`src/usb_nrzi_destuff_receiver_top_assert.svh`:
```
// ----------------------------------------------------------------------------
// usb nrzi receiver assertion macros
// Concurrent assertion helpers clocked on clk, disabled while rst_n is low.
// ----------------------------------------------------------------------------
`ifndef USB_NRZI_DESTUFF_RECEIVER_TOP_ASSERT_SVH
`define USB_NRZI_DESTUFF_RECEIVER_TOP_ASSERT_SVH

// antecedent implies consequent in the same cycle
`define UNR_ASSERT_SAME(label, ante, cons, msg) \
  label: assert property (@(posedge clk) disable iff (!rst_n) (ante) |-> (cons)) \
    else $error(msg);

// antecedent implies consequent in the next cycle
`define UNR_ASSERT_NEXT(label, ante, cons, msg) \
  label: assert property (@(posedge clk) disable iff (!rst_n) (ante) |=> (cons)) \
    else $error(msg);

`endif

```
`src/unr_pkg.sv`:
```
// ----------------------------------------------------------------------------
// unr_pkg
// Shared types, constants and the crc byte update for the usb nrzi receiver.
// ----------------------------------------------------------------------------
package unr_pkg;

  localparam int unsigned CFG_IDX_W = 2;
  localparam int unsigned CFG_DATA_W = 16;
  localparam int unsigned CRC_W = 16;
  localparam int unsigned RUN_W = 3;
  localparam int unsigned POS_W = 3;

  localparam logic [CRC_W-1:0] CRC_INIT_RST    = 16'hFFFF;
  localparam logic [CRC_W-1:0] CRC_POLY_RST    = 16'hA001;
  localparam logic [CRC_W-1:0] CRC_RESIDUE_RST = 16'hB001;

  // run count value that means the sync pattern is being hunted
  localparam logic [RUN_W-1:0] HUNT_COUNT  = 3'd7;
  // after this many ones the next bit is a stuffed transition
  localparam logic [RUN_W-1:0] STUFF_COUNT = 3'd6;
  localparam logic [POS_W-1:0] LAST_POS    = 3'd7;

  typedef enum logic [CFG_IDX_W-1:0] {
    CFG_CRC_INIT    = 2'd0,
    CFG_CRC_POLY    = 2'd1,
    CFG_CRC_RESIDUE = 2'd2
  } unr_cfg_idx_t;

  typedef struct packed {
    logic line_dplus;
    logic line_dminus;
  } unr_in_t;

  typedef struct packed {
    logic             bit_valid;
    logic             bit_value;
    logic             exit_flag;
    logic             exit_good;
    logic             byte_valid;
    logic [7:0]       byte_data;
    logic [CRC_W-1:0] crc_value;
    logic             crc_good;
  } unr_out_t;

  // decoded line event handed from the line decoder to the byte/crc unit
  typedef struct packed {
    logic emit;
    logic bval;
    logic ex;
    logic good;
  } unr_bit_ev_t;

  function automatic logic [CRC_W-1:0] crc_feed_byte(
    input logic [CRC_W-1:0] crc,
    input logic [7:0]       data,
    input logic [CRC_W-1:0] poly
  );
    logic [CRC_W-1:0] c;
    c = crc ^ {8'h00, data};
    for (int k = 0; k < 8; k++) begin
      if (c[0]) begin
        c = (c >> 1) ^ poly;
      end else begin
        c = c >> 1;
      end
    end
    return c;
  endfunction

endpackage

```
`src/unr_line_dec.sv`:
```
// ----------------------------------------------------------------------------
// unr_line_dec
// Sync hunt, nrzi decode, bit unstuffing and line-state exit detection.
// ----------------------------------------------------------------------------
module unr_line_dec
  import unr_pkg::*;
(
  input  logic        clk,
  input  logic        rst_n,
  input  logic        advance,
  input  unr_in_t     sample,
  output unr_bit_ev_t ev
);

  logic             last_level_r, last_level_nxt;
  logic [RUN_W-1:0] run_count_r, run_count_nxt;
  logic             dp, dm;

  assign dp = sample.line_dplus;
  assign dm = sample.line_dminus;

  always_comb begin
    ev             = '0;
    last_level_nxt = last_level_r;
    run_count_nxt  = run_count_r;
    if (!dp && !dm) begin
      // se0: end of packet, good only if a packet was in progress
      ev.ex          = 1'b1;
      ev.good        = (run_count_r != HUNT_COUNT);
      last_level_nxt = 1'b0;
      run_count_nxt  = '0;
    end else if (dp && dm) begin
      ev.ex          = 1'b1;
      last_level_nxt = 1'b0;
      run_count_nxt  = '0;
    end else if (run_count_r == HUNT_COUNT) begin
      // sync ends on two equal low levels; two highs is a bad sync
      if (last_level_r == dp) begin
        if (!dp) begin
          run_count_nxt = '0;
        end else begin
          ev.ex = 1'b1;
        end
      end
      last_level_nxt = dp;
    end else if (dp != last_level_r) begin
      // transition decodes to zero unless it is the stuffed bit
      if (run_count_r != STUFF_COUNT) begin
        ev.emit = 1'b1;
      end
      run_count_nxt  = '0;
      last_level_nxt = dp;
    end else if (run_count_r == STUFF_COUNT) begin
      run_count_nxt = '0;
      ev.ex         = 1'b1;
    end else begin
      ev.emit       = 1'b1;
      ev.bval       = 1'b1;
      run_count_nxt = run_count_r + 3'd1;
    end
  end

  always_ff @(posedge clk) begin
    if (!rst_n) begin
      last_level_r <= 1'b0;
      run_count_r  <= HUNT_COUNT;
    end else if (advance) begin
      last_level_r <= last_level_nxt;
      run_count_r  <= run_count_nxt;
    end
  end

endmodule

```
`src/unr_byte_crc.sv`:
```
// ----------------------------------------------------------------------------
// unr_byte_crc
// Packs decoded bits lsb first into bytes and runs the reflected crc16.
// ----------------------------------------------------------------------------
module unr_byte_crc
  import unr_pkg::*;
(
  input  logic             clk,
  input  logic             rst_n,
  input  logic             advance,
  input  unr_bit_ev_t      ev,
  input  logic [CRC_W-1:0] crc_init,
  input  logic [CRC_W-1:0] crc_poly,
  output logic             byte_valid,
  output logic [7:0]       byte_data,
  output logic [CRC_W-1:0] crc_value
);

  logic [POS_W-1:0] bit_pos_r, bit_pos_nxt;
  logic [7:0]       byte_shift_r, byte_shift_nxt;
  logic             past_first_r, past_first_nxt;
  logic [CRC_W-1:0] crc_r, crc_nxt;
  logic [7:0]       shift_with;
  logic             byte_done;

  assign shift_with = byte_shift_r | ({7'd0, ev.bval} << bit_pos_r);
  assign byte_done  = ev.emit && (bit_pos_r == LAST_POS);
  assign byte_valid = byte_done;
  assign byte_data  = byte_done ? shift_with : 8'h00;
  // pid byte is skipped by the crc
  assign crc_value  = (byte_done && past_first_r) ?
                      crc_feed_byte(crc_r, shift_with, crc_poly) : crc_r;

  always_comb begin
    bit_pos_nxt    = bit_pos_r;
    byte_shift_nxt = byte_shift_r;
    past_first_nxt = past_first_r;
    crc_nxt        = crc_r;
    if (ev.ex) begin
      bit_pos_nxt    = '0;
      byte_shift_nxt = '0;
      past_first_nxt = 1'b0;
      crc_nxt        = crc_init;
    end else if (ev.emit) begin
      if (byte_done) begin
        bit_pos_nxt    = '0;
        byte_shift_nxt = '0;
        past_first_nxt = 1'b1;
        crc_nxt        = crc_value;
      end else begin
        bit_pos_nxt    = bit_pos_r + 3'd1;
        byte_shift_nxt = shift_with;
      end
    end
  end

  always_ff @(posedge clk) begin
    if (!rst_n) begin
      bit_pos_r    <= '0;
      byte_shift_r <= '0;
      past_first_r <= 1'b0;
      crc_r        <= CRC_INIT_RST;
    end else if (advance) begin
      bit_pos_r    <= bit_pos_nxt;
      byte_shift_r <= byte_shift_nxt;
      past_first_r <= past_first_nxt;
      crc_r        <= crc_nxt;
    end
  end

endmodule

```
`src/usb_nrzi_destuff_receiver_top.sv`:
```
// ----------------------------------------------------------------------------
// usb_nrzi_destuff_receiver_top
// Usb low-speed line receiver: nrzi decode, unstuffing, bytes and crc16.
// ----------------------------------------------------------------------------
// Usage:
//   in channel  : one sampled d+/d- pair per item (in_valid/in_stall/in_data).
//   out channel : exactly one result item per input item, in order
//                 (out_valid/out_stall/out_data).
//   cfg port    : cfg_we/cfg_index/cfg_wdata write crc init, polynomial and
//                 residue; write only while the block is idle.
// Flow: an accepted item is held in the input register, then processed into
//   the output register when it advances, and is taken from there.
// Throughput: one item per cycle while the output is not stalled; the line
//   decoder and byte/crc unit update their state in a single pass, the crc byte step being the longest path.
// Reset: line decoder hunts for sync, byte and crc state are cleared, crc is
//   loaded with 0xffff, config registers take their defaults, both item
//   registers are empty.
// Stall: a stalled result holds; the input register still takes one more
//   item, then in_stall rises until the result is taken.
// ----------------------------------------------------------------------------
`include "usb_nrzi_destuff_receiver_top_assert.svh"

module usb_nrzi_destuff_receiver_top
  import unr_pkg::*;
(
  input  logic                  clk,
  input  logic                  rst_n,
  input  logic                  in_valid,
  output logic                  in_stall,
  input  unr_in_t               in_data,
  output logic                  out_valid,
  input  logic                  out_stall,
  output unr_out_t              out_data,
  input  logic                  cfg_we,
  input  logic [CFG_IDX_W-1:0]  cfg_index,
  input  logic [CFG_DATA_W-1:0] cfg_wdata
);

  logic [CRC_W-1:0] crc_init_r, crc_poly_r, crc_residue_r;
  logic             in_valid_r, in_valid_nxt;
  unr_in_t          in_data_r;
  logic             out_valid_r, out_valid_nxt;
  unr_out_t         out_data_r, out_data_nxt;
  logic             advance;
  logic             in_accept;
  unr_bit_ev_t      ev;
  logic             byte_valid;
  logic [7:0]       byte_data;
  logic [CRC_W-1:0] crc_value;

  always_ff @(posedge clk) begin
    if (!rst_n) begin
      crc_init_r    <= CRC_INIT_RST;
      crc_poly_r    <= CRC_POLY_RST;
      crc_residue_r <= CRC_RESIDUE_RST;
    end else if (cfg_we) begin
      case (unr_cfg_idx_t'(cfg_index))
        CFG_CRC_INIT:    crc_init_r    <= cfg_wdata;
        CFG_CRC_POLY:    crc_poly_r    <= cfg_wdata;
        CFG_CRC_RESIDUE: crc_residue_r <= cfg_wdata;
        default: ;
      endcase
    end
  end

  // process when an item waits and the result slot is free or being taken
  assign advance   = in_valid_r && (!out_valid_r || !out_stall);
  assign in_stall  = in_valid_r && !advance;
  assign in_accept = in_valid && !in_stall;

  always_comb begin
    in_valid_nxt = in_valid_r;
    if (in_accept) begin
      in_valid_nxt = 1'b1;
    end else if (advance) begin
      in_valid_nxt = 1'b0;
    end
    out_valid_nxt = advance || (out_valid_r && out_stall);
  end

  unr_line_dec u_line_dec (
    .clk     (clk),
    .rst_n   (rst_n),
    .advance (advance),
    .sample  (in_data_r),
    .ev      (ev)
  );

  unr_byte_crc u_byte_crc (
    .clk        (clk),
    .rst_n      (rst_n),
    .advance    (advance),
    .ev         (ev),
    .crc_init   (crc_init_r),
    .crc_poly   (crc_poly_r),
    .byte_valid (byte_valid),
    .byte_data  (byte_data),
    .crc_value  (crc_value)
  );

  always_comb begin
    out_data_nxt.bit_valid  = ev.emit;
    out_data_nxt.bit_value  = ev.emit && ev.bval;
    out_data_nxt.exit_flag  = ev.ex;
    out_data_nxt.exit_good  = ev.ex && ev.good;
    out_data_nxt.byte_valid = byte_valid;
    out_data_nxt.byte_data  = byte_data;
    out_data_nxt.crc_value  = crc_value;
    out_data_nxt.crc_good   = (crc_value == crc_residue_r);
  end

  always_ff @(posedge clk) begin
    if (!rst_n) begin
      in_valid_r  <= 1'b0;
      out_valid_r <= 1'b0;
    end else begin
      in_valid_r  <= in_valid_nxt;
      out_valid_r <= out_valid_nxt;
    end
  end

  always_ff @(posedge clk) begin
    if (in_accept) begin
      in_data_r <= in_data;
    end
    if (advance) begin
      out_data_r <= out_data_nxt;
    end
  end

  assign out_valid = out_valid_r;
  assign out_data  = out_data_r;

  `UNR_ASSERT_NEXT(a_adv_fills_out, advance, out_valid_r, "processed item lost")
  `UNR_ASSERT_SAME(a_byte_has_bit, out_valid_r && out_data_r.byte_valid,
                   out_data_r.bit_valid, "byte completed without a bit")
  `UNR_ASSERT_SAME(a_exit_no_bit, out_valid_r && out_data_r.exit_flag,
                   !out_data_r.bit_valid, "bit emitted on exit")
  `UNR_ASSERT_SAME(a_good_needs_exit, out_valid_r && out_data_r.exit_good,
                   out_data_r.exit_flag, "good end without exit")

endmodule
```
`config.mk`:
```
export PLATFORM = sky130hd
export DESIGN_NAME = usb_nrzi_destuff_receiver_top
export DESIGN_NICKNAME = d
export VERILOG_FILES = /design/src/unr_pkg.sv /design/src/unr_line_dec.sv /design/src/unr_byte_crc.sv /design/src/usb_nrzi_destuff_receiver_top.sv
export VERILOG_INCLUDE_DIRS = /design/src /design/src/src
export SDC_FILE = /design/constraint.sdc
export NUM_CORES = 1
export LEC_CHECK = 0
export BUFFER_PORTS_ARGS = -buffer_cell sky130_fd_sc_hd__buf_2
export CAP_MARGIN = 20
export CORE_AREA = 2 2 148 150
export CTS_CLUSTER_DIAMETER = 40
export DETAILED_ROUTE_END_ITERATION = 16
export DIE_AREA = 0 0 150 152
export PLACE_DENSITY = 0.58
export SYNTH_ARGS = -nofsm -noshare
export SYNTH_HDL_FRONTEND = slang
export SYNTH_SLANG_ARGS = --single-unit
```
`constraint.sdc`:
```
create_clock -name clk -period 11.35 [get_ports clk]
set_clock_uncertainty 0.2 [all_clocks]
set_input_delay 2.27 -clock clk [delete_from_list [all_inputs] [get_ports clk]]
set_output_delay 2.27 -clock clk [all_outputs]
set_load 0.01 [all_outputs]
```
Yosys cells after proc, flatten, opt, wreduce, memory -nomap -nowiden:

Cells that the tools add are included.

* output and inout port bits: 32
* input port bits: 25
* register bits after elaboration: 114
* logic and storage cells: 124

* equality and inequality tests: 12
* mux-type cells: 48
* shift-type cells: 1
* bitwise operators: 10
* reductions and logical operators: 30
* add/sub/neg operators: 2

Operators with widths (number)
* $mux W16: 12
* $xor A15 B16 Y16: 8
* $mux W3: 10
* $mux W8: 3
* $mux W1: 18
* $eq A16 B16 Y1: 1
* $xor A16 B8 Y16: 1
* $logic_and A1 B1 Y1: 10
* $mux W2: 5
* $reduce_and A2 Y1: 5
* $eq A3 B3 Y1 const B: 3
* $ne A4 B2 Y1 const B: 2
* $or A8 B8 Y8: 1
* $shl A1 B3 Y8: 1
* $add A3 B1 Y3 const B: 2
* $logic_not A1 Y1: 6
* $ne A3 B3 Y1 const B: 2
* $reduce_and A3 Y1: 2
* $reduce_bool A2 Y1: 3
* $reduce_bool A4 Y1: 1
* $eq A2 B1 Y1 const B: 1
* $eq A2 B2 Y1 const B: 1
* $logic_not A2 Y1: 1
* $logic_or A1 B1 Y1: 2
* other kinds (2): 2

Depth between registers and ports, before layout:

Gate-level depths: netlist of run 1.

* depth in word-level cells: 29
* gate-level depth with buffers: 24

Hierarchy:

From an unflattened synthesis of run 1, not the netlist that was laid out.

* cell total of the unflattened synthesis: 891
* area total of the unflattened synthesis: 7303.3 um2

By module, submodules not included
* unr_byte_crc: area each 3993.8 um2, cells each 579, seq. area each 560.5 um2, instances 1
* usb_nrzi_destuff_receiver_top: area each 2974.1 um2, cells each 275, seq. area each 1961.9 um2, instances 1
* unr_line_dec: area each 335.3 um2, cells each 37, seq. area each 80.1 um2, instances 1

Worst setup path after synthesis of run 1:

OpenSTA, ideal clock, no wires.

* path kind: register to register
* from: register in_data_r[1] in the netlist's numbering
* to: register out_data_r (netlist bit out_data[0]) (data pin)
* cell stages (with the launch flop): 21
* data arrival time: 5449 ps
* period minus slack after synthesis: 5795 ps
* slack: 5555 ps
* path buffers: 1
* data required time: 11004 ps
* path through: edfxtp_1 > ha_1 > nor4_4 > a41oi_2 > xnor2_2 > buf_6 > nor4_1 > nor4_2 > nor2_2 > a2bb2oi_1 > o21ai_4 > xor3_1 > xnor2_1 > a221oi_2 > xor2_2 > nor2_2 > a31o_1 > or4_1 > nor4_1 > nand4_1 > a21oi_1

RTL lines
* start: declaration: RTL line usb_nrzi_destuff_receiver_top.sv:41 `unr_in_t in_data_r;`
* start signal: assignment: RTL line usb_nrzi_destuff_receiver_top.sv:124 `in_data_r <= in_data;`
* end signal: assignment: RTL line usb_nrzi_destuff_receiver_top.sv:127 `out_data_r <= out_data_nxt;`
* end: declaration: RTL line usb_nrzi_destuff_receiver_top.sv:43 `unr_out_t out_data_r, out_data_nxt;`

==> results of run 1 <==
==> per-layer routing <==
layer,global-route usage [%],wire length [um],vias up
li1,-,-,3527
met1,29.0,10900,3449
met2,34.4,11400,224
met3,3.69,1290,50
met4,9.25,798,0
met5,0,0,-
==> cells in the mapped netlist, types with 7 or more instances <==
| library cell | count | area share (%) |
|---|---|---|
| nand2_1 | 252 | 11 |
| xnor2_1 | 86 | 9.0 |
| dfxtp_1 | 82 | 20 |
| clkbuf_1 | 49 | 2.2 |
| xor2_1 | 40 | 4.2 |
| o21ai_0 | 35 | 2.1 |
| nor2_1 | 34 | 1.5 |
| edfxtp_1 | 32 | 12 |
| nand3_1 | 32 | 1.9 |
| a21boi_0 | 27 | 2.4 |
| mux2i_1 | 26 | 3.1 |
| o211ai_1 | 24 | 2.2 |
| nor2b_1 | 17 | 1.3 |
| inv_1 | 16 | 0.72 |
| a21oi_1 | 15 | 0.90 |
| a31oi_1 | 13 | 0.98 |
| nor3_1 | 13 | 0.78 |
| nor4_1 | 13 | 0.98 |
| a22oi_1 | 11 | 0.99 |
| buf_2 | 9 | 0.54 |
| and3_1 | 7 | 0.53 |
| ha_1 | 7 | 1.1 |
| nand4_1 | 7 | 0.53 |
| xnor3_1 | 7 | 1.9 |
==> worst max-delay path, stage by stage (launching register included) <==
cell and delay [ps]:
edfxtp_1 460, ha_1 400, nor4_4 560, a41oi_2 270
xnor2_2 660, nor4_1 160, o31a_2 430, nor2_1 670
nor2_1 170, a2111o_1 480, a21oi_2 380, or2_1 350
nand2_4 80, xor2_2 220, xor2_1 390, o32ai_1 120
or4_1 540, nor4_1 420, nand4_1 140, a21oi_1 150
==> power by group through the flow <==
stage / clock network [mW] / logic (mW) / registers, mW
3_3_place_gp: 0 / 0.613 / 0.471
4_1_cts: 0.570 / 0.618 / 0.463
3_5_place_dp: 0 / 0.614 / 0.471
2_1_floorplan: 0 / 0.490 / 0.458
6_report: 0.564 / 0.620 / 0.463
5_1_grt: 0.585 / 0.671 / 0.466
==> final cells by class <==
class / instances / area [sq um]
repair buffers: 68 / 374
multi-input cells: 800 / 5360
well taps: 280 / 350
clock buffers: 22 / 454
inverters: 18 / 70.1
fillers: 2207 / 12000
flip-flops and latches: 114 / 2600
clock inverters: 10 / 158
==> registers in the layout, indices dropped and copies added (netlist names) <==
| signal | count |
|---|---|
| u_line_dec.last_level_r | 1 |
| in_valid_r | 1 |
| out_valid | 1 |
| in_data_r | 2 |
| crc_poly_r | 16 |
| u_byte_crc.byte_shift_r | 8 |
| u_byte_crc.bit_pos_r | 3 |
| crc_init_r | 16 |
| out_data | 30 |
| u_byte_crc.crc_r | 16 |
| u_line_dec.run_count_r | 3 |
| u_byte_crc.past_first_r | 1 |
| crc_residue_r | 16 |
==> metrics by stage <==
stage | hold slack [ps] | utilization (%)
after floorplan | 241 | -
after global placement | 251 | 41.0
after detailed placement | 256 | 41.0
after CTS | 271 | 43.8
after global routing | 292 | 43.9
final | 267 | 43.9
==> cell usage in the layout, fill, tap and decap left out, types with 13 or more instances in the layout <==
master | synthesis | routed
nor2_1 | 34 | 34
dfxtp_1 | 82 | 82
nor4_1 | 13 | 13
nor3_1 | 13 | 13
xnor2_1 | 86 | 86
nor2b_1 | 17 | 17
edfxtp_1 | 32 | 32
clkbuf_16 | 0 | 17
mux2i_1 | 26 | 26
inv_1 | 16 | 16
a21oi_1 | 15 | 15
buf_2 | 9 | 56
o211ai_1 | 24 | 24
o21ai_0 | 35 | 35
xor2_1 | 40 | 40
a21boi_0 | 27 | 27
nand3_1 | 32 | 32
a31oi_1 | 13 | 13
nand2_1 | 252 | 252
==> worst min path at each step <==
stage / from / endpoint / cells past startpoint
detailed placement: crc_init_r[4] / crc_init_r[4] / 2
finish: crc_init_r[15] / crc_init_r[15] / 2
global placement: crc_init_r[0] / crc_init_r[0] / 2
global route: crc_init_r[1] / crc_init_r[1] / 2
floorplan: crc_init_r[0] / crc_init_r[0] / 2
CTS: crc_init_r[15] / crc_init_r[15] / 2
==> logic make-up (layout without fill, tap and decap cells) <==
family                   count (synthesis)  in the layout
AND/OR/NAND/NOR                        422            422
multiplexers                            30             30
XOR/XNOR                               147            147
flip-flops                             114            114
adder cells (fa/ha/maj)                  7              7
buffers and inverters                   87            118
AO/OA/AOI/OAI                          194            194
==> out/qor.txt, run 1 <==
Sw Ratio: 35.3%
XOR/XNOR share of the synthesized area: 18.3%
TritonCTS buffer count: 17
Leak: 3.63 nW
Fmax: 135 MHz
Drt total wl: 24.5 mm
All-Layer GR Usage: 21.7%
Register-to-register setup slack: 3960 ps
Pwr/cell area: 176 nW/um^2
Number of top-level pins: 57
Final setup margin: 3960 ps
Synth Flop Type: dfxtp_1
DP HPWL: 17.4 mm
Setup crit end: out_data[0]
Hold Path Class: flop to flop
Core footprint: 21400 sq um
Clock root cell: clkbuf_16
Mux contribution to synthesized area: 3.69%
Reg2reg path depth: 19
Asr flop ratio synth: 0%
Post-placement cell area: 8750 sq um
CTS resizes: 0
Crit path DAT: 7470 ps
Synth warnings: 0
VDD IR-drop max: 0.0898 mV
Overall power: 1.65 mW
Relative slew slack: 41.8%
Fin cells: 1312
Clock Power Share: 34.2%
Worst Max-Slew Pin Slew: 870 ps
Worst-path clk slew: 60 ps
Max-cap violations: 0
Routability Congestion: 0.912
Post-CTS setup buffer count: 0
Finished Cell Area: 9370 sq um
Placement Setup Slack: 4040 ps
Die width: 150 um
Port Buf Inserts: 56
Total congestion overflow: 0
Largest net degree at the start of global routing: 83
TritonCTS clock tree: built
Drc violations: 0
Worst-path fanout max: 15
Status: completed
Sequential fraction of the synthesis area: 31.2%
Post-synthesis cell type count: 100
Reg2reg end: out_data[0]
Crit end category: flop
Rows: 54
Startpoint types: flop
Layout cells sized above 1: 14.3%
Starting density of the core: 39.1%
Combinational fraction of design power: 37.6%
Syn Inst Count: 1001
Worst setup path start: in_data_r[1]
Clock Sinks: 114
Final Hold Violating Endpoints: 0
Nets: 1051
First-pass GRT wire length: 38.6 mm
Mapped Area: 8340 sq um
Post-Syn Nets: 1033
Antenna violations before repair: 0
Die area: 22800 sq um
Vias per inst: 5.53
Post-synth EDFFs: 32
ANT nets after route: 0
Die span in y: 152 um
Simple logic cell fraction of the synthesized area: 23.6%
Switching power: 0.582 mW
Final period util: 65.1%
N_diodes: 0
Crit path time final: 7390 ps
Syn avg cell area: 8.33 sq um
Critical Path RT: 11430 ps
#FFs+latches synth: 114
Wire per inst: 18.6 um
Critical path class: flop to flop
H-tree depth: 4
Main combinational cell family by area after synthesis: simple AND/OR/NAND/NOR gates
Drt first pass iters: 5
Slew Viols, Final: 0
P_int: 1.07 mW
Unrepaired setup endpoints after global routing: false
Drt initial violations: 550
Seq pwr share: 28.1%
Cts hold-fix bufs: 0
R2R Path Start: in_data_r[1]
Final setup viols: 0
Worst-Skew Late Latency: 420 ps
Synth Area in Compound Gates: 17.4%
Vias in the first global route: 6729
Via count: 7250
Clock Path Buffers: 2
Setup TNS: 0 ps
Adder-Cell Fraction of Synth Area: 1.05%
Inst Count DP: 1279
P&R area growth vs syn: 12.3%
Note: power is estimated with default switching activity, not from simulation.
==> inputs of run 2 (changes only) <==
--- a/config.mk
+++ b/config.mk
@@ -6,13 +6,14 @@
 export SDC_FILE = /design/constraint.sdc
 export NUM_CORES = 1
 export LEC_CHECK = 0
+export ABC_AREA = 1
 export BUFFER_PORTS_ARGS = -buffer_cell sky130_fd_sc_hd__buf_2
 export CAP_MARGIN = 20
-export CORE_AREA = 2 2 148 150
+export CORE_AREA = 2 2 140 142
 export CTS_CLUSTER_DIAMETER = 40
 export DETAILED_ROUTE_END_ITERATION = 16
-export DIE_AREA = 0 0 150 152
-export PLACE_DENSITY = 0.58
+export DIE_AREA = 0 0 142 144
+export PLACE_DENSITY = 0.6
 export SYNTH_ARGS = -nofsm -noshare
 export SYNTH_HDL_FRONTEND = slang
 export SYNTH_SLANG_ARGS = --single-unit
==> constraint.sdc (replaced) <==
create_clock -name clk -period 6.7 [get_ports clk]
set_clock_uncertainty 0.2 [all_clocks]
set_input_delay 1.34 -clock clk [delete_from_list [all_inputs] [get_ports clk]]
set_output_delay 1.34 -clock clk [all_outputs]
set_load 0.01 [all_outputs]
==> run 2 against run 1 <==
Global-route usage shrank 0.29 points. Critical path type unchanged. Design area fell by 10%. Count of clock-buffer cells in the layout down 2. Sequential power up 69%.
==> out/qor.txt, run 2 <==
Max-cap violations: 0
VDD IR-drop max: 0.167 mV
TritonCTS buffer count: 17
Post-Syn Nets: 1153
Worst-path clk slew: 60 ps
Starting density of the core: 38.9%
Synth area leaders: dfxtp_1, nand2_1, edfxtp_1
CP most frequent cell: nand2_2
Worst-path fanout max: 29
Reg area: 2600 sq um
Rows: 51
Layout cells sized above 1: 11.6%
Post-CTS setup buffer count: 0
Post-synthesis cell type count: 35
Slew Viols, Final: 0
Setup TNS: 0 ps
Wire per inst: 15.1 um
Syn avg cell area: 6.62 sq um
Fin cells: 1403
Port Buf Inserts: 56
Fmax: 171 MHz
Final setup viols: 0
Crit-path leading delay family: simple AND/OR/NAND/NOR gates
Clock Path Buffers: 2
Vias per inst: 4.99
Relative slew slack: 34.5%
Die width: 142 um
CP max stage delay: 450 ps
Syn Inst Count: 1121
Core footprint: 19100 sq um
Worst Max-Slew Pin Slew: 980 ps
Number of top-level pins: 57
Antenna violations before repair: 0
Drc violations: 0
Sequential fraction of the synthesis area: 35.1%
Critical Path RT: 6670 ps
Synth warnings: 0
Cts hold-fix bufs: 0
H-tree depth: 4
Area leader, netlist: dfxtp_1
Inst Count DP: 1371
First-pass GRT wire length: 34.0 mm
Most common cell after layout, fill and taps aside: nand2_1
Final Hold Violating Endpoints: 0
TritonCTS clock tree: built
Unrepaired setup endpoints after global routing: false
Buf+Inv Stages, Crit Path: 4
Critical path class: flop to flop
Worst-Skew Late Latency: 410 ps
Critical Path Slowest Stage Cell: edfxtp_1
Die span in y: 144 um
Met2 Resource Use GR: 33.6%
Clock root cell: clkbuf_16
Synth Flop Type: dfxtp_1
CTS resizes: 0
Leak: 3.91 nW
P&R area growth vs syn: 13.6%
Crit path DAT: 5830 ps
Post-synth EDFFs: 32
Top cell type's share of synthesized area: 22.1%
Area of the multi-input gates: 3950 sq um
Asr flop ratio synth: 0%
Startpoint types: flop
Clock Sinks: 114
Busiest grt layer: met2
Die area: 20400 sq um
ANT nets after route: 0
Final period util: 87.5%
Overall power: 2.56 mW
Max reg flops: 30
Met1 track demand over resource: 30.3%
Largest net degree at the start of global routing: 62
Status: completed
Commonest non-fill, non-tap cells in the layout: nand2_1, inv_1, nand3_1
Hold Path Class: flop to flop
All-Layer GR Usage: 21.4%
Mapped Area: 7420 sq um
Fillcell total: 1945
#FFs+latches synth: 114
Nets: 1184
Vias in the first global route: 6323
N_diodes: 0
Drt initial violations: 498
Pwr/cell area: 303 nW/um^2
Drt first pass iters: 5
Total congestion overflow: 0
Top-count cell post-synth: nand2_1
Drt total wl: 21.2 mm
DP HPWL: 15.2 mm
Routability Congestion: 0.865
Crit path time final: 5870 ps
Via count: 7003
Met3 GRT Util: 2.78%
Crit end category: flop
Commonest cells in the netlist: nand2_1, inv_1, nand3_1
## run 2: cell types whose count changed in the layout (fill, tap and decap cells not counted), moves of 26 or more
cell / before / now
a21boi_0: 27 / 0
a21oi_1: 15 / 73
mux2i_1: 26 / 0
nand3_1: 32 / 110
xnor2_1: 86 / 29
inv_1: 16 / 151
nand2_1: 252 / 368
## run 2: kinds of logic (layout without fill, tap and decap cells)
family | count (synthesis) | after routing | share of synthesized area (%)
DFF | 114 | 114 | 35.1
AOI/OAI and AO/OA | 156 | 156 | 11.5
adders and majority gates | 7 | 7 | 1.18
and+or+nand+nor | 569 | 569 | 33.4
xor gates and xnor gates | 60 | 60 | 7.08
buffers and inverters | 215 | 259 | 11.7
## run 2: final timing paths
check / from / end / slack (ps) / depth (start not counted)
hold / removal: u_byte_crc.byte_shift_r[1] / u_byte_crc.byte_shift_r[1] / 260 / 2
setup / recovery: in_data_r[1] / out_data[0] / 830 / 39
setup reg to reg: in_data_r[1] / out_data[0] / 830 / 39
hold reg to reg: u_byte_crc.byte_shift_r[1] / u_byte_crc.byte_shift_r[1] / 260 / 2
## run 2: cell type report
type / instances / area share [%]
clock inverter: 12 / 2.15
timing repair buffer: 65 / 4.13
tap: 238 / 3.53
clock buffer: 20 / 5.18
multi-input combinational: 792 / 46.9
sequential: 114 / 30.9
inverter: 162 / 7.22
## run 2: layer usage
| layer | wire length, um | share of wire [%] | vias to the layer above |
|---|---|---|---|
| met5 | 0 | 0 | - |
| li1 | - | - | 3603 |
| met2 | 9500 | 45 | 168 |
| met1 | 10400 | 49 | 3198 |
| met4 | 488 | 2.3 | 0 |
| met3 | 859 | 4.0 | 34 |
## run 2: worst register-to-register path, delay by kind of cell (launching register included)
kind                       cells  cell delay (ps)
buffers and inverters          4              390
DFF                            1              450
adders and majority gates      1              340
and+or+nand+nor               34             4230
## run 2: power breakdown
part / total, mW / internal (mW) / switching, mW
clock: 0.958 / 0.623 / 0.334
combinational: 0.815 / 0.261 / 0.554
sequential: 0.783 / 0.745 / 0.0378
## run 2: through the flow
| stage | instance area (sq um) | utilization, % | hold slack [ps] | setup slack (ps) |
|---|---|---|---|---|
| after floorplan | 7420 | - | 235 | 2480 |
| after CTS | 8430 | 44.2 | 260 | 816 |
| after global placement | 7810 | 40.9 | 246 | 1000 |
| final | 8430 | 44.2 | 259 | 835 |
| after detailed placement | 7810 | 40.9 | 251 | 821 |
| after global routing | 8430 | 44.2 | 276 | 9.69 |
==> inputs of run 3 (changes only) <==
--- a/config.mk
+++ b/config.mk
@@ -6,13 +6,12 @@
 export SDC_FILE = /design/constraint.sdc
 export NUM_CORES = 1
 export LEC_CHECK = 0
-export ABC_AREA = 1
 export BUFFER_PORTS_ARGS = -buffer_cell sky130_fd_sc_hd__buf_2
 export CAP_MARGIN = 20
-export CORE_AREA = 2 2 140 142
+export CORE_AREA = 2 2 148 150
 export CTS_CLUSTER_DIAMETER = 40
 export DETAILED_ROUTE_END_ITERATION = 16
-export DIE_AREA = 0 0 142 144
+export DIE_AREA = 0 0 150 152
 export PLACE_DENSITY = 0.6
 export SYNTH_ARGS = -nofsm -noshare
 export SYNTH_HDL_FRONTEND = slang
==> run 3 against run 2 <==
Combinational power up 37%. Design area increased by 13%. Worst setup slack lost 470 ps. Hold slack improved by 9.1 ps. Sequential power about the same. First-iteration DRC count is 6.6% higher. Clock power up 2.4%. Fmax is 7.5% lower. Sequential cell count did not move. Wire length grew 16%. Register-to-register slack worse by 470 ps. Final cell count decreased by 5.1%. Critical path type unchanged.
==> out/qor.txt, run 3 (same netlist as run 1, synthesis figures left out) <==
Wire per inst: 18.5 um
H-tree depth: 4
Finished Cell Area: 9560 sq um
Slew Viols, Final: 0
Worst Max-Slew Pin Slew: 1090 ps
Antenna violations before repair: 0
Final setup viols: 0
Drc violations: 0
Worst hold path depth: 2
First-pass GRT wire length: 39.6 mm
Routability Congestion: 0.948
Die span in y: 152 um
N_diodes: 0
Drt total wl: 24.7 mm
Max-cap violations: 0
Crit end category: flop
Most common cell after layout, fill and taps aside: nand2_1
Clock root cell: clkbuf_16
P&R area growth vs syn: 14.6%
Critical Path RT: 6770 ps
Fmax: 158 MHz
Crit path DAT: 6410 ps
Crit-path cells: ha_1 -> or4_2 -> nor4_1 -> a211oi_2 -> a32oi_1 -> o31ai_2 -> nand3_1 -> o21bai_1 -> a2111oi_2 -> nor2_1 -> a211oi_2 -> buf_4 -> mux2i_2 -> xnor2_4 -> nor3_2 -> a31o_1 -> or4_1 -> nor4_1 -> nand4_1 -> a21oi_1
TritonCTS clock tree: built
ANT nets after route: 0
Final Hold Violating Endpoints: 0
DP HPWL: 17.7 mm
Clock Sinks: 114
Clock Path Buffers: 2
Seq pwr share: 27.1%
Critical path class: flop to flop
Layout cells sized above 1: 16.6%
Starting density of the core: 39.1%
Switching power: 1.03 mW
Total congestion overflow: 0
Fin cells: 1332
Worst-path clk slew: 60 ps
Critical Path Slowest Stage Cell: or4_2
All-Layer GR Usage: 21.9%
Rows: 54
Pwr/cell area: 301 nW/um^2
Hold_ws: 269 ps
Final period util: 94.6%
Drt initial violations: 531
Reg2reg end: out_data[0]
Largest net degree at the start of global routing: 83
Max reg flops: 30
Worst-Skew Late Latency: 410 ps
Via count: 7438
TritonCTS buffer count: 17
Worst setup path start: in_data_r[1]
Vias in the first global route: 6980
Port Buf Inserts: 56
Register-to-register setup slack: 360 ps
Combinational fraction of design power: 38.8%
Inst Count DP: 1297
Commonest non-fill, non-tap cells in the layout: nand2_1, xnor2_1, dfxtp_1
Nets: 1071
Vias per inst: 5.58
Leak: 3.76 nW
Startpoint types: flop
Cts hold-fix bufs: 0
Die width: 150 um
VDD IR-drop max: 0.160 mV
Die area: 22800 sq um
Clock Power Share: 34.1%
Status: completed
Hold path start: crc_init_r[6]
Hold Path Class: flop to flop
Number of top-level pins: 57
CP max stage delay: 730 ps
Post-placement cell area: 8880 sq um
Core footprint: 21400 sq um
Fin util: 44.8%
Drt first pass iters: 6
Reg2reg path depth: 20
P_int: 1.85 mW
Worst-path fanout max: 9
R2R Path Start: in_data_r[1]
Relative slew slack: 27.0%
Sw Ratio: 35.9%
Crit path time final: 6340 ps
Setup crit end: out_data[0]
-- run 3: area by class of cell --
class | count | area, sq um
tap | 280 | 350
inverter | 18 | 70.1
clock inverter | 11 | 138
sequential | 114 | 2600
clock buffer | 21 | 503
fill | 2161 | 11800
multi-input combinational | 800 | 5370
timing repair buffer | 88 | 524
-- run 3: worst min-delay path by stage --
stage | slack [ps] | endpoint
after floorplan | 240 | crc_init_r[0]
after global placement | 250 | crc_init_r[2]
after detailed placement | 260 | crc_init_r[15]
after CTS | 270 | crc_init_r[8]
after global routing | 300 | crc_init_r[6]
final | 270 | crc_init_r[6]
-- run 3: critical path: cells and delay by family, from the launching register on --
kind	cells	cell delay, ps
fa+ha+maj	1	400
mux	1	370
buf+inv	1	250
flops	1	460
xor+xnor	1	200
compound gates	8	1870
simple gates	8	2470
-- run 3: per-stage QoR --
step | setup WS [ps] | power [mW] | setup TNS, ps
floorplan | 905 | 1.61 | 0
detailed placement | 188 | 1.89 | 0
finish | 361 | 2.88 | 0
global placement | 253 | 1.89 | 0
global route | -11.1 | 3.01 | -11.1
CTS | 117 | 2.87 | 0
-- run 3: power by group through the flow --
stage / clock (mW) / sequential [mW] / combinational (mW)
detailed placement: 0 / 0.795 / 1.10
floorplan: 0 / 0.776 / 0.830
global route: 1.02 / 0.785 / 1.20
CTS: 0.986 / 0.781 / 1.10
finish: 0.981 / 0.781 / 1.12
global placement: 0 / 0.795 / 1.10
-- run 3: repair_timing --
item	in CTS	in global routing
buffers inserted	0	2
setup endpoints to repair	0	4
resized for setup	0	2
-- run 3: metal layers --
metal	share of wire, %	GRT usage (%)
met1	45	30.7
met5	0	0
met4	1.8	5.97
met2	47	35.2
met3	5.5	2.94
